`config.mk`:
```
export PLATFORM = sky130hd
export DESIGN_NAME = json_token_scanner_top
export DESIGN_NICKNAME = d
export VERILOG_FILES = /design/src/hw/rtl/jts_pkg.sv /design/src/hw/rtl/jts_scan.sv /design/src/hw/rtl/jts_out_buf.sv /design/src/hw/rtl/json_token_scanner_top.sv
export SDC_FILE = /design/constraint.sdc
export NUM_CORES = 1
export LEC_CHECK = 0
export BUFFER_PORTS_ARGS = -buffer_cell sky130_fd_sc_hd__buf_2
export CORE_AREA = 4 4 299 301
export CTS_CLUSTER_DIAMETER = 80
export DETAILED_ROUTE_END_ITERATION = 16
export DIE_AREA = 0 0 303 305
export HOLD_SLACK_MARGIN = 0.05
export SETUP_SLACK_MARGIN = 0.05
export SYNTH_ARGS = -nofsm -noshare
export SYNTH_HDL_FRONTEND = slang
export SYNTH_SLANG_ARGS = --single-unit
```
`constraint.sdc`:
```
create_clock -name clk -period 42.3 [get_ports clk]
set_clock_uncertainty 0.2 [all_clocks]
set_input_delay 6.345 -clock clk [delete_from_list [all_inputs] [get_ports clk]]
set_output_delay 6.345 -clock clk [all_outputs]
set_load 0.005 [all_outputs]
```
`src/hw/rtl/jts_pkg.sv`:
```
// ----------------------------------------------------------------------------
// jts_pkg
// Shared types, character codes and token kinds for the JSON token scanner.
// ----------------------------------------------------------------------------
package jts_pkg;

	localparam int POSITION_BITS = 32;
	localparam int MAX_TOKENS    = 3;
	localparam int TOK_IDX_BITS  = $clog2(MAX_TOKENS);

	typedef logic [POSITION_BITS-1:0] pos_t;

	// scan modes
	localparam logic [1:0] MODE_IDLE   = 2'd0;
	localparam logic [1:0] MODE_STRING = 2'd1;
	localparam logic [1:0] MODE_PRIM   = 2'd2;
	localparam logic [1:0] MODE_WAIT   = 2'd3;

	// token kinds
	localparam logic [3:0] TK_LBRACE   = 4'd0;
	localparam logic [3:0] TK_RBRACE   = 4'd1;
	localparam logic [3:0] TK_LBRACKET = 4'd2;
	localparam logic [3:0] TK_RBRACKET = 4'd3;
	localparam logic [3:0] TK_COMMA    = 4'd4;
	localparam logic [3:0] TK_KEY      = 4'd5;
	localparam logic [3:0] TK_PRIM     = 4'd6;
	localparam logic [3:0] TK_END      = 4'd7;
	localparam logic [3:0] TK_ERROR    = 4'd8;

	// characters
	localparam logic [7:0] CH_LBRACE   = 8'h7B;
	localparam logic [7:0] CH_RBRACE   = 8'h7D;
	localparam logic [7:0] CH_LBRACKET = 8'h5B;
	localparam logic [7:0] CH_RBRACKET = 8'h5D;
	localparam logic [7:0] CH_COMMA    = 8'h2C;
	localparam logic [7:0] CH_QUOTE    = 8'h22;
	localparam logic [7:0] CH_BSLASH   = 8'h5C;
	localparam logic [7:0] CH_COLON    = 8'h3A;
	localparam logic [7:0] CH_SPACE    = 8'h20;
	localparam logic [7:0] CH_TAB      = 8'h09;
	localparam logic [7:0] CH_0        = 8'h30;
	localparam logic [7:0] CH_9        = 8'h39;
	localparam logic [7:0] CH_LC_A     = 8'h61;
	localparam logic [7:0] CH_LC_Z     = 8'h7A;
	localparam logic [7:0] CH_UC_A     = 8'h41;
	localparam logic [7:0] CH_UC_Z     = 8'h5A;

	typedef struct packed {
		logic [7:0] data_byte;
		logic       final_byte;
	} byte_beat_t;

	typedef struct packed {
		logic [3:0]  token_kind;
		logic [31:0] text_offset;
		logic [31:0] text_length;
		logic        last_of_run;
	} token_beat_t;

	// all tokens caused by one byte, in emission order
	typedef struct packed {
		token_beat_t [MAX_TOKENS-1:0] tok;
		logic [TOK_IDX_BITS:0]        count;
	} token_set_t;

endpackage

```
`src/hw/rtl/jts_scan.sv`:
```
// ----------------------------------------------------------------------------
// jts_scan
// Scanner state and the per-byte next-state and token logic.
// ----------------------------------------------------------------------------
module jts_scan (
	input  logic                clk,
	input  logic                arst_n,
	input  logic                step,
	input  jts_pkg::byte_beat_t beat,
	output jts_pkg::token_set_t tokens
);
	import jts_pkg::*;

	logic [1:0] mode_q, mode_n;
	logic       odd_q, odd_n;
	pos_t       pos_q, pos_n;
	pos_t       begin_q, begin_n;
	pos_t       plen_q, plen_n;

	logic [TOK_IDX_BITS-1:0] n;
	logic                    do_idle;
	logic [7:0]              c;
	pos_t                    nxpos;

	function automatic token_beat_t mk(logic [3:0] kind, pos_t off, pos_t len);
		token_beat_t t;
		t.token_kind  = kind;
		t.text_offset = 32'(off);
		t.text_length = 32'(len);
		t.last_of_run = 1'b0;
		return t;
	endfunction

	always_comb begin
		c       = beat.data_byte;
		mode_n  = mode_q;
		odd_n   = odd_q;
		begin_n = begin_q;
		plen_n  = plen_q;
		tokens  = '0;
		n       = '0;
		do_idle = 1'b0;
		nxpos   = pos_q + pos_t'(1);

		case (mode_q)
			MODE_IDLE: do_idle = 1'b1;
			MODE_STRING: begin
				if (c == CH_BSLASH) begin
					odd_n = ~odd_q;
				end else if (c == CH_QUOTE && !odd_q) begin
					plen_n = pos_q - begin_q;
					mode_n = MODE_WAIT;
				end else begin
					odd_n = 1'b0;
				end
			end
			MODE_PRIM: begin
				if (c inside {CH_RBRACE, CH_RBRACKET, CH_COMMA, CH_SPACE, CH_TAB}) begin
					tokens.tok[n] = mk(TK_PRIM, begin_q, pos_q - begin_q);
					n = n + 1'b1;
					mode_n  = MODE_IDLE;
					do_idle = 1'b1;
				end
			end
			MODE_WAIT: begin
				if (c inside {CH_SPACE, CH_TAB}) begin
					mode_n = MODE_WAIT;
				end else if (c == CH_COLON) begin
					tokens.tok[n] = mk(TK_KEY, begin_q, plen_q);
					n = n + 1'b1;
					mode_n = MODE_IDLE;
				end else begin
					tokens.tok[n] = mk(TK_PRIM, begin_q, plen_q);
					n = n + 1'b1;
					mode_n  = MODE_IDLE;
					do_idle = 1'b1;
				end
			end
			default: mode_n = MODE_IDLE;
		endcase

		if (do_idle) begin
			case (c)
				CH_LBRACE: begin
					tokens.tok[n] = mk(TK_LBRACE, pos_q, '0);
					n = n + 1'b1;
				end
				CH_RBRACE: begin
					tokens.tok[n] = mk(TK_RBRACE, pos_q, '0);
					n = n + 1'b1;
				end
				CH_LBRACKET: begin
					tokens.tok[n] = mk(TK_LBRACKET, pos_q, '0);
					n = n + 1'b1;
				end
				CH_RBRACKET: begin
					tokens.tok[n] = mk(TK_RBRACKET, pos_q, '0);
					n = n + 1'b1;
				end
				CH_COMMA: begin
					tokens.tok[n] = mk(TK_COMMA, pos_q, '0);
					n = n + 1'b1;
				end
				CH_QUOTE: begin
					mode_n  = MODE_STRING;
					odd_n   = 1'b0;
					begin_n = nxpos;
				end
				default: begin
					if (c inside {[CH_0:CH_9], [CH_LC_A:CH_LC_Z], [CH_UC_A:CH_UC_Z]}) begin
						mode_n  = MODE_PRIM;
						begin_n = pos_q;
					end
				end
			endcase
		end

		pos_n = nxpos;

		if (beat.final_byte) begin
			if (mode_n == MODE_STRING || mode_n == MODE_PRIM) begin
				tokens.tok[n] = mk(TK_ERROR, begin_n, nxpos - begin_n);
				n = n + 1'b1;
			end else begin
				if (mode_n == MODE_WAIT) begin
					tokens.tok[n] = mk(TK_PRIM, begin_n, plen_n);
					n = n + 1'b1;
				end
				tokens.tok[n] = mk(TK_END, nxpos, '0);
				n = n + 1'b1;
			end
			// document done: back to reset values
			mode_n  = MODE_IDLE;
			odd_n   = 1'b0;
			pos_n   = '0;
			begin_n = '0;
			plen_n  = '0;
		end

		// at most three tokens per byte, so n never wraps
		tokens.count = {1'b0, n};
		if (tokens.count != '0)
			tokens.tok[TOK_IDX_BITS'(tokens.count - 1'b1)].last_of_run = 1'b1;
	end

	always_ff @(posedge clk or negedge arst_n) begin
		if (!arst_n) begin
			mode_q  <= MODE_IDLE;
			odd_q   <= 1'b0;
			pos_q   <= '0;
			begin_q <= '0;
			plen_q  <= '0;
		end else if (step) begin
			mode_q  <= mode_n;
			odd_q   <= odd_n;
			pos_q   <= pos_n;
			begin_q <= begin_n;
			plen_q  <= plen_n;
		end
	end

endmodule

```
`src/hw/rtl/jts_out_buf.sv`:
```
// ----------------------------------------------------------------------------
// jts_out_buf
// Holds the tokens of one byte and hands them out one beat at a time.
// ----------------------------------------------------------------------------
module jts_out_buf (
	input  logic                 clk,
	input  logic                 arst_n,
	input  logic                 load,
	input  jts_pkg::token_set_t  set,
	output logic                 free,
	output logic                 valid,
	input  logic                 stall,
	output jts_pkg::token_beat_t beat
);
	import jts_pkg::*;

	token_set_t              buf_q;
	logic [TOK_IDX_BITS-1:0] rd_idx_q;
	logic                    valid_q;
	logic                    take;

	assign valid = valid_q;
	assign beat  = buf_q.tok[rd_idx_q];
	assign take  = valid_q && !stall;
	assign free  = !valid_q || (take && beat.last_of_run);

	always_ff @(posedge clk or negedge arst_n) begin
		if (!arst_n) begin
			valid_q  <= 1'b0;
			rd_idx_q <= '0;
		end else if (load) begin
			valid_q  <= 1'b1;
			rd_idx_q <= '0;
		end else if (take) begin
			if (beat.last_of_run)
				valid_q <= 1'b0;
			else
				rd_idx_q <= rd_idx_q + 1'b1;
		end
	end

	always_ff @(posedge clk) begin
		if (load)
			buf_q <= set;
	end

	a_load_free: assert property (@(posedge clk) disable iff (!arst_n) load |-> free)
		else $error("token set loaded over undelivered tokens");
	a_idx_range: assert property (@(posedge clk) disable iff (!arst_n)
		valid_q |-> ({1'b0, rd_idx_q} < buf_q.count))
		else $error("read index past token count");
	a_advance: assert property (@(posedge clk) disable iff (!arst_n)
		(take && !beat.last_of_run && !load) |=> (valid_q && rd_idx_q == $past(rd_idx_q) + 1'b1))
		else $error("token buffer failed to advance");

endmodule

```
`src/hw/rtl/json_token_scanner_top.sv`:
```
// ----------------------------------------------------------------------------
// json_token_scanner_top
// Byte-serial JSON tokenizer: input register, scanner, token output buffer.
// ----------------------------------------------------------------------------
// The first token of a byte passes the input register, then the token register,
//   before it is valid at the output.
// Throughput: one byte per cycle while each byte causes at most one token and
//   token_stall is low; a byte with k tokens holds the single-beat port for k beats.
// Reset (arst_n low, asynchronous): scanner returns to idle at offset 0, no
//   beats are pending on either side.
module json_token_scanner_top (
	input  logic                 clk,
	input  logic                 arst_n,
	input  logic                 byte_valid,
	output logic                 byte_stall,
	input  jts_pkg::byte_beat_t  byte_beat,
	output logic                 token_valid,
	input  logic                 token_stall,
	output jts_pkg::token_beat_t token_beat
);
	import jts_pkg::*;

	logic       s1_valid_q;
	byte_beat_t beat_s1;
	token_set_t set;
	logic       free;
	logic       go;

	// a byte with no tokens moves on regardless of the output side
	assign go         = s1_valid_q && (set.count == '0 || free);
	assign byte_stall = s1_valid_q && !go;

	always_ff @(posedge clk or negedge arst_n) begin
		if (!arst_n)
			s1_valid_q <= 1'b0;
		else if (!byte_stall)
			s1_valid_q <= byte_valid;
	end

	always_ff @(posedge clk) begin
		if (!byte_stall && byte_valid)
			beat_s1 <= byte_beat;
	end

	jts_scan u_scan (
		.clk    (clk),
		.arst_n (arst_n),
		.step   (go),
		.beat   (beat_s1),
		.tokens (set)
	);

	jts_out_buf u_out (
		.clk    (clk),
		.arst_n (arst_n),
		.load   (go && set.count != '0),
		.set    (set),
		.free   (free),
		.valid  (token_valid),
		.stall  (token_stall),
		.beat   (token_beat)
	);

	a_s1_hold: assert property (@(posedge clk) disable iff (!arst_n)
		(s1_valid_q && !go) |=> (s1_valid_q && $stable(beat_s1)))
		else $error("held byte lost or changed");
	a_out_hold: assert property (@(posedge clk) disable iff (!arst_n)
		(token_valid && token_stall) |=> (token_valid && $stable(token_beat)))
		else $error("stalled token beat dropped or changed");
	a_stall_busy: assert property (@(posedge clk) disable iff (!arst_n)
		byte_stall |-> s1_valid_q)
		else $error("input stalled with nothing held");

endmodule

```
==> impl_metrics.toml, run 1 <==
[timing]
period_needed_ns = 13.79
tns_ns = 0
normalized_max_slew_margin = 0.2529
worstMarginPinSlew_ns = 1.118
final_min_period_over_clock_period = 0.3260
max_freq_mhz = 72.52
final_setup_violating_endpoints = 0
timing.final.max_slew_violations = 0
timing_hold_violations_final = 0
grt_setup_unrepaired = "no"
holdWs_ns = 0.2778

[finish]
register_area_mm2 = 0.009039
layout_common_cells = "250 x nand2_1, 221 x o21ai_0, 215 x edfxtp_1"
antenna_cells = 0
multi_input_comb_area_mm2 = 0.01062
finalNetCount = 2306
final_cell_count_no_fill = 3405
fin_util = 0.2718
area_growth_syn_to_layout_pct = 14.26
layout.filler_cells = 9160
layout-drive-gt1-share = 0.1036
layout.cells.most_common = "nand2_1"

[detailed_routing]
detail_route.first_pass.iterations = 6
drt_wl_total_um = 75240
post_drt_via_cell_ratio = 5.380
antenna_violating_nets_post_route = 0
routed_wire_length_per_instance_um = 22.10
remaining_drc_errors = 0
detailroute.via_count = 18318
drt-initial-drc-count = 2236

[floorplan]
die_area_mm2 = 0.09242
die_h_um = 305
placeableCoreArea_mm2 = 0.08662
start_util = 0.2379
die_w_um = 303
pin_count = 84
floorplan.rows = 108

[logic_synthesis]
post-synth-top-area-fraction = 0.3133
area_contributors_post_synth = "edfxtp_1 31%, dfrtp_1 13%, o21ai_0 5.4%"
yosys_warnings = 0
synth_area_leader = "edfxtp_1"
postSynthAreaPerCell_um2 = 9.332
syn-num-nets = 2296
syn_area_mm2 = 0.02061
synth.yosys.seq_area_share = 0.4384
synth_enable_flop_cells = 215
postSynth.topFlopCell = "edfxtp_1"
syn-instance-count = 2208
post_synth_arst_share = 0.3239
synthDistinctLibCells = 83
ys_ff_latch = 318

[critical_path]
worstPathMaxFanout = 4
r2r_cells = 21
timing_worst_setup_path_type = "in2out"
required_ns = 35.75
arrival_ns = 7.24
endpoint_kind = "output port"
critical_path.startpoint_type = "primary input"

[global_routing]
first_pass_grt_wire_length_um = 112200
global_route.peak_usage_layer = "met2"
grt_pass1_vias = 17531
groute.layer.met2.usage = 0.2596
grt_use_met3 = 0.02648
grt_util_all_layers = 0.1582
overflow = 0
antenna_violations_before_repair = 1
grt_max_degree = 74
grt_met1_usage = 0.2066

[cts]
cts_htree_levels = 2
worst_setup_hold_path_clk_slew_ns = 0.06
cts_bufs_inserted = 40
cts_tree = "yes"
cts_root_cell = "clkbuf_16"
post-cts-setup-buffers = 0
clkLatencyLatePin_ns = 0.57
clock_sink_count = 318
cts_repair_resize_count = 0
cts_hold_repair.buffers = 0
clk_path_buf_depth = 3

[min_path]
worst_hold_path_type = "reg2reg"
hold-path-cell-count = 2

[placed_design]
post-place-cells = 3331
place_hpwl_um = 51260
routabilityCongestion = 0.9525
place.port_buffers = 83

[power_and_ir_drop]
static-leakage-power_nw = 8.624
max-vdd-ir-drop_v = 0.00003398
cell_pwr_density_mw_per_mm2 = 69.52

[run_status]
status = "finished clean"

[flow_run]
drv_cap = 0
## flip-flops by register name, summed over array words and instances (netlist names)
name	flops
u_out.buf_q	206
u_scan.begin_q	32
u_scan.plen_q	32
u_scan.pos_q	32
beat_s1	9
u_out.rd_idx_q	2
u_scan.mode_q	2
s1_valid_q	1
u_out.valid	1
u_scan.odd_q	1
## where the power goes
part / switching [W] / internal (W)
logic: 0.000546 / 0.000224
registers: 0.0000424 / 0.000479
clock network: 0.000141 / 0.000204
total: 0.000729 / 0.000908
## per-stage QoR
| stage | total power (W) | setup slack (ns) | cell area (µm²) |
|---|---|---|---|
| 6_report | 0.001637 | 28.51 | 23550 |
| 3_5_place_dp | 0.001304 | 28.50 | 22240 |
| 2_1_floorplan | 0.001004 | 25.75 | 20610 |
| 3_3_place_gp | 0.001294 | 28.53 | 22240 |
| 5_1_grt | 0.001729 | 28.39 | 23550 |
| 4_1_cts | 0.001652 | 28.50 | 23550 |
## cell type report
cell class | instances | share of cell area
clock buffers | 54 | 0.04735
multi-input cells | 1629 | 0.4512
well taps | 1155 | 0.06138
flip-flops and latches | 318 | 0.3839
inverters | 103 | 0.01642
repair buffers | 126 | 0.03146
clock inverters | 20 | 0.008290
## worst max-delay path, stage by stage
cell and delay, ns:
buf_2 0.10, o21ai_0 0.48, nor3_1 0.14, buf_2 0.17
## synth_stat cells (all sizes together), types with 15 or more instances
cell,count
clkbuf,123
o22a,24
nor3,31
xor2,39
a22oi,70
xnor2,44
o31ai,53
mux2i,99
buf,35
nand3,36
ha,73
or3,34
edfxtp,215
o21ai,246
o221ai,31
dfrtp,103
and2,17
nor2,103
a21o,32
inv,103
nand2,251
a21oi,126
o22ai,110
nor2b,15
## routing by layer
metal	share of wire	wire length (µm)
met2	0.48	35880
met5	0	0
met1	0.41	30560
met4	0.039	2903
met3	0.078	5897
## cell families (layout without fill, tap and decap cells)
family          after synthesis  after routing  share of synthesized area
compound gates              813            813                     0.2545
simple gates                558            558                     0.1265
flops                       318            318                     0.4384
buf+inv                     261            303                    0.05046
mux                         100            100                    0.04864
xor+xnor                     83             83                    0.03528
fa+ha+maj                    75             75                    0.04627
## worst paths after layout
check | from | end | slack [ns]
min in group asynchronous | arst_n | u_scan.plen_q[25] | 5.63
setup / recovery | token_stall | byte_stall | 28.51
max in group asynchronous | arst_n | u_scan.begin_q[6] | 34.77
hold reg to reg | u_scan.begin_q[9] | u_scan.begin_q[9] | 0.28
hold / removal | u_scan.begin_q[9] | u_scan.begin_q[9] | 0.28
setup reg to reg | beat_s1[7] | u_out.buf_q[62] | 34.22
(Power assumes the default switching activity.)
==> run 2: changes to the inputs <==
==> constraint.sdc (replaced) <==
create_clock -name clk -period 14.46 [get_ports clk]
set_clock_uncertainty 0.2 [all_clocks]
set_input_delay 2.169 -clock clk [delete_from_list [all_inputs] [get_ports clk]]
set_output_delay 2.169 -clock clk [all_outputs]
set_load 0.005 [all_outputs]
==> impl_metrics.toml, run 2 (synthesis gave the netlist of run 1 again) <==
[run_status]
status = "finished clean"

[global_routing]
overflow = 0
first_pass_grt_wire_length_um = 110100
grt_pass1_vias = 17246
grt_max_degree = 73
grt_util_all_layers = 0.1544
antenna_violations_before_repair = 1

[floorplan]
floorplan.rows = 108
die_w_um = 303
placeableCoreArea_mm2 = 0.08662
die_area_mm2 = 0.09242
start_util = 0.2379
die_h_um = 305
pin_count = 84

[detailed_routing]
drt_wl_total_um = 73560
detailroute.via_count = 18014
remaining_drc_errors = 0
drt-initial-drc-count = 2068
routed_wire_length_per_instance_um = 21.63
antenna_violating_nets_post_route = 0
detail_route.first_pass.iterations = 8
post_drt_via_cell_ratio = 5.297

[critical_path]
critical_path.slowest_cell = "or4b_1"
critPathTopFamily = "simple AND/OR/NAND/NOR gates"
arrival_ns = 5.75
required_ns = 12.09
endpoint_kind = "output port"
critical_path.startpoint_type = "register"
worstPathBufferInverterCount = 4
crit_path_cell_trace = "or4b_1 -> nor4_2 -> o21ba_2 -> nor3_1 -> a211oi_4 -> buf_4 -> ha_1 -> o221ai_2 -> inv_1 -> ha_1 -> mux2_2 -> ha_1 -> inv_1 -> mux2i_1 -> nand2_1 -> o31ai_1 -> nor2_1 -> nor3_1 -> buf_2"
timing_worst_setup_path_type = "reg2out"
critical_path.max_stage_delay_ns = 0.61
worstPathMaxFanout = 40
crit_path_most_repeated_cell = "ha_1"

[cts]
clkLatencyLatePin_ns = 0.58
cts_htree_levels = 2
cts_hold_repair.buffers = 0
clk_path_buf_depth = 3
cts_root_cell = "clkbuf_16"
clock_sink_count = 318
post-cts-setup-buffers = 0
worst_setup_hold_path_clk_slew_ns = 0.06
cts_tree = "yes"
cts_bufs_inserted = 40
cts_repair_resize_count = 0

[placed_design]
post-place-cells = 3328
routabilityCongestion = 0.9444
place_hpwl_um = 51770
place_area_mm2 = 0.02221
place.port_buffers = 83

[timing]
worstMarginPinSlew_ns = 1.127
tns_ns = 0
timing.final.max_slew_violations = 0
holdWs_ns = 0.2889
period_needed_ns = 8.117
final_setup_violating_endpoints = 0
max_freq_mhz = 123.2
timing_hold_violations_final = 0
final_min_period_over_clock_period = 0.5613
grt_setup_unrepaired = "no"
normalized_max_slew_margin = 0.2429

[finish]
flip_flop_count_of_the_largest_register_after_layout = 206
fin_util = 0.2707
antenna_cells = 0
area_growth_syn_to_layout_pct = 13.79
post-route-cell-area_mm2 = 0.02345
finalNetCount = 2303
layout-drive-gt1-share = 0.1028
top_register = "u_out.buf_q"
layout.filler_cells = 9080
layout.cells.most_common = "nand2_1"
final_cell_count_no_fill = 3401
layout_common_cells = "249 x nand2_1, 221 x o21ai_0, 215 x edfxtp_1"

[power_and_ir_drop]
switching_share = 0.4495
power_frac_seq = 0.327
cell_pwr_density_mw_per_mm2 = 200.6
power.share.clock = 0.204
max-vdd-ir-drop_v = 0.0001779
p_int_w = 0.002590
static-leakage-power_nw = 8.562
pwr-share-comb = 0.469
p_sw_w = 0.002114

[min_path]
worst_hold_path_type = "reg2reg"

[flow_run]
drv_cap = 0
run 2: path summary, 6_finish.rpt:
check | cells after the start | slack (ns) | from | endpoint
worst min-delay path | 2 | 0.29 | u_scan.begin_q[9] | u_scan.begin_q[9]
min in group asynchronous | 1 | 1.46 | arst_n | u_scan.plen_q[1]
worst max-delay path | 19 | 6.34 | beat_s1[1] | byte_stall
max in group asynchronous | 2 | 11.17 | arst_n | u_out.rd_idx_q[1]
worst min register to register | 2 | 0.29 | u_scan.begin_q[9] | u_scan.begin_q[9]
worst max register to register | 21 | 6.79 | beat_s1[1] | u_out.buf_q[132]
run 2: power by group through the flow:
stage	registers (W)	clock network, W	logic, W
floorplan	0.00159	0	0.00135
CTS	0.00154	0.000980	0.00223
finish	0.00154	0.000962	0.00221
detailed placement	0.00155	0	0.00222
global route	0.00157	0.00102	0.00239
global placement	0.00155	0	0.00221
run 2: area by class of cell:
class | instances | area [µm²] | share of cell area
Inverter | 103 | 386.6 | 0.01649
Tap cell | 1155 | 1445 | 0.06163
Multi-Input combinational cell | 1629 | 10620 | 0.4529
Clock buffer | 51 | 1072 | 0.04573
Clock inverter | 22 | 166.4 | 0.007097
Sequential cell | 318 | 9039 | 0.3855
Timing Repair Buffer | 123 | 718.2 | 0.03063
run 2: per-stage QoR:
stage / power (W) / worst slack, ns
final: 0.004704 / 6.343
after global routing: 0.004972 / 5.910
after CTS: 0.004746 / 6.294
after detailed placement: 0.003775 / 6.797
after global placement: 0.003760 / 6.855
after floorplan: 0.002938 / 0.2547
run 2: tightest hold or removal path, stage by stage, from the launching register on:
cell and delay, ns:
dfrtp_1 0.35, nand2_1 0.05, o31ai_1 0.06
run 2: routing by layer:
layer	global-route usage	vias to the layer above	part of all wire
li1	-	8325	-
met1	0.2003	8780	0.41
met2	0.2529	762	0.47
met3	0.02833	145	0.076
met4	0.06273	2	0.040
met5	0.0005291	-	0.00018
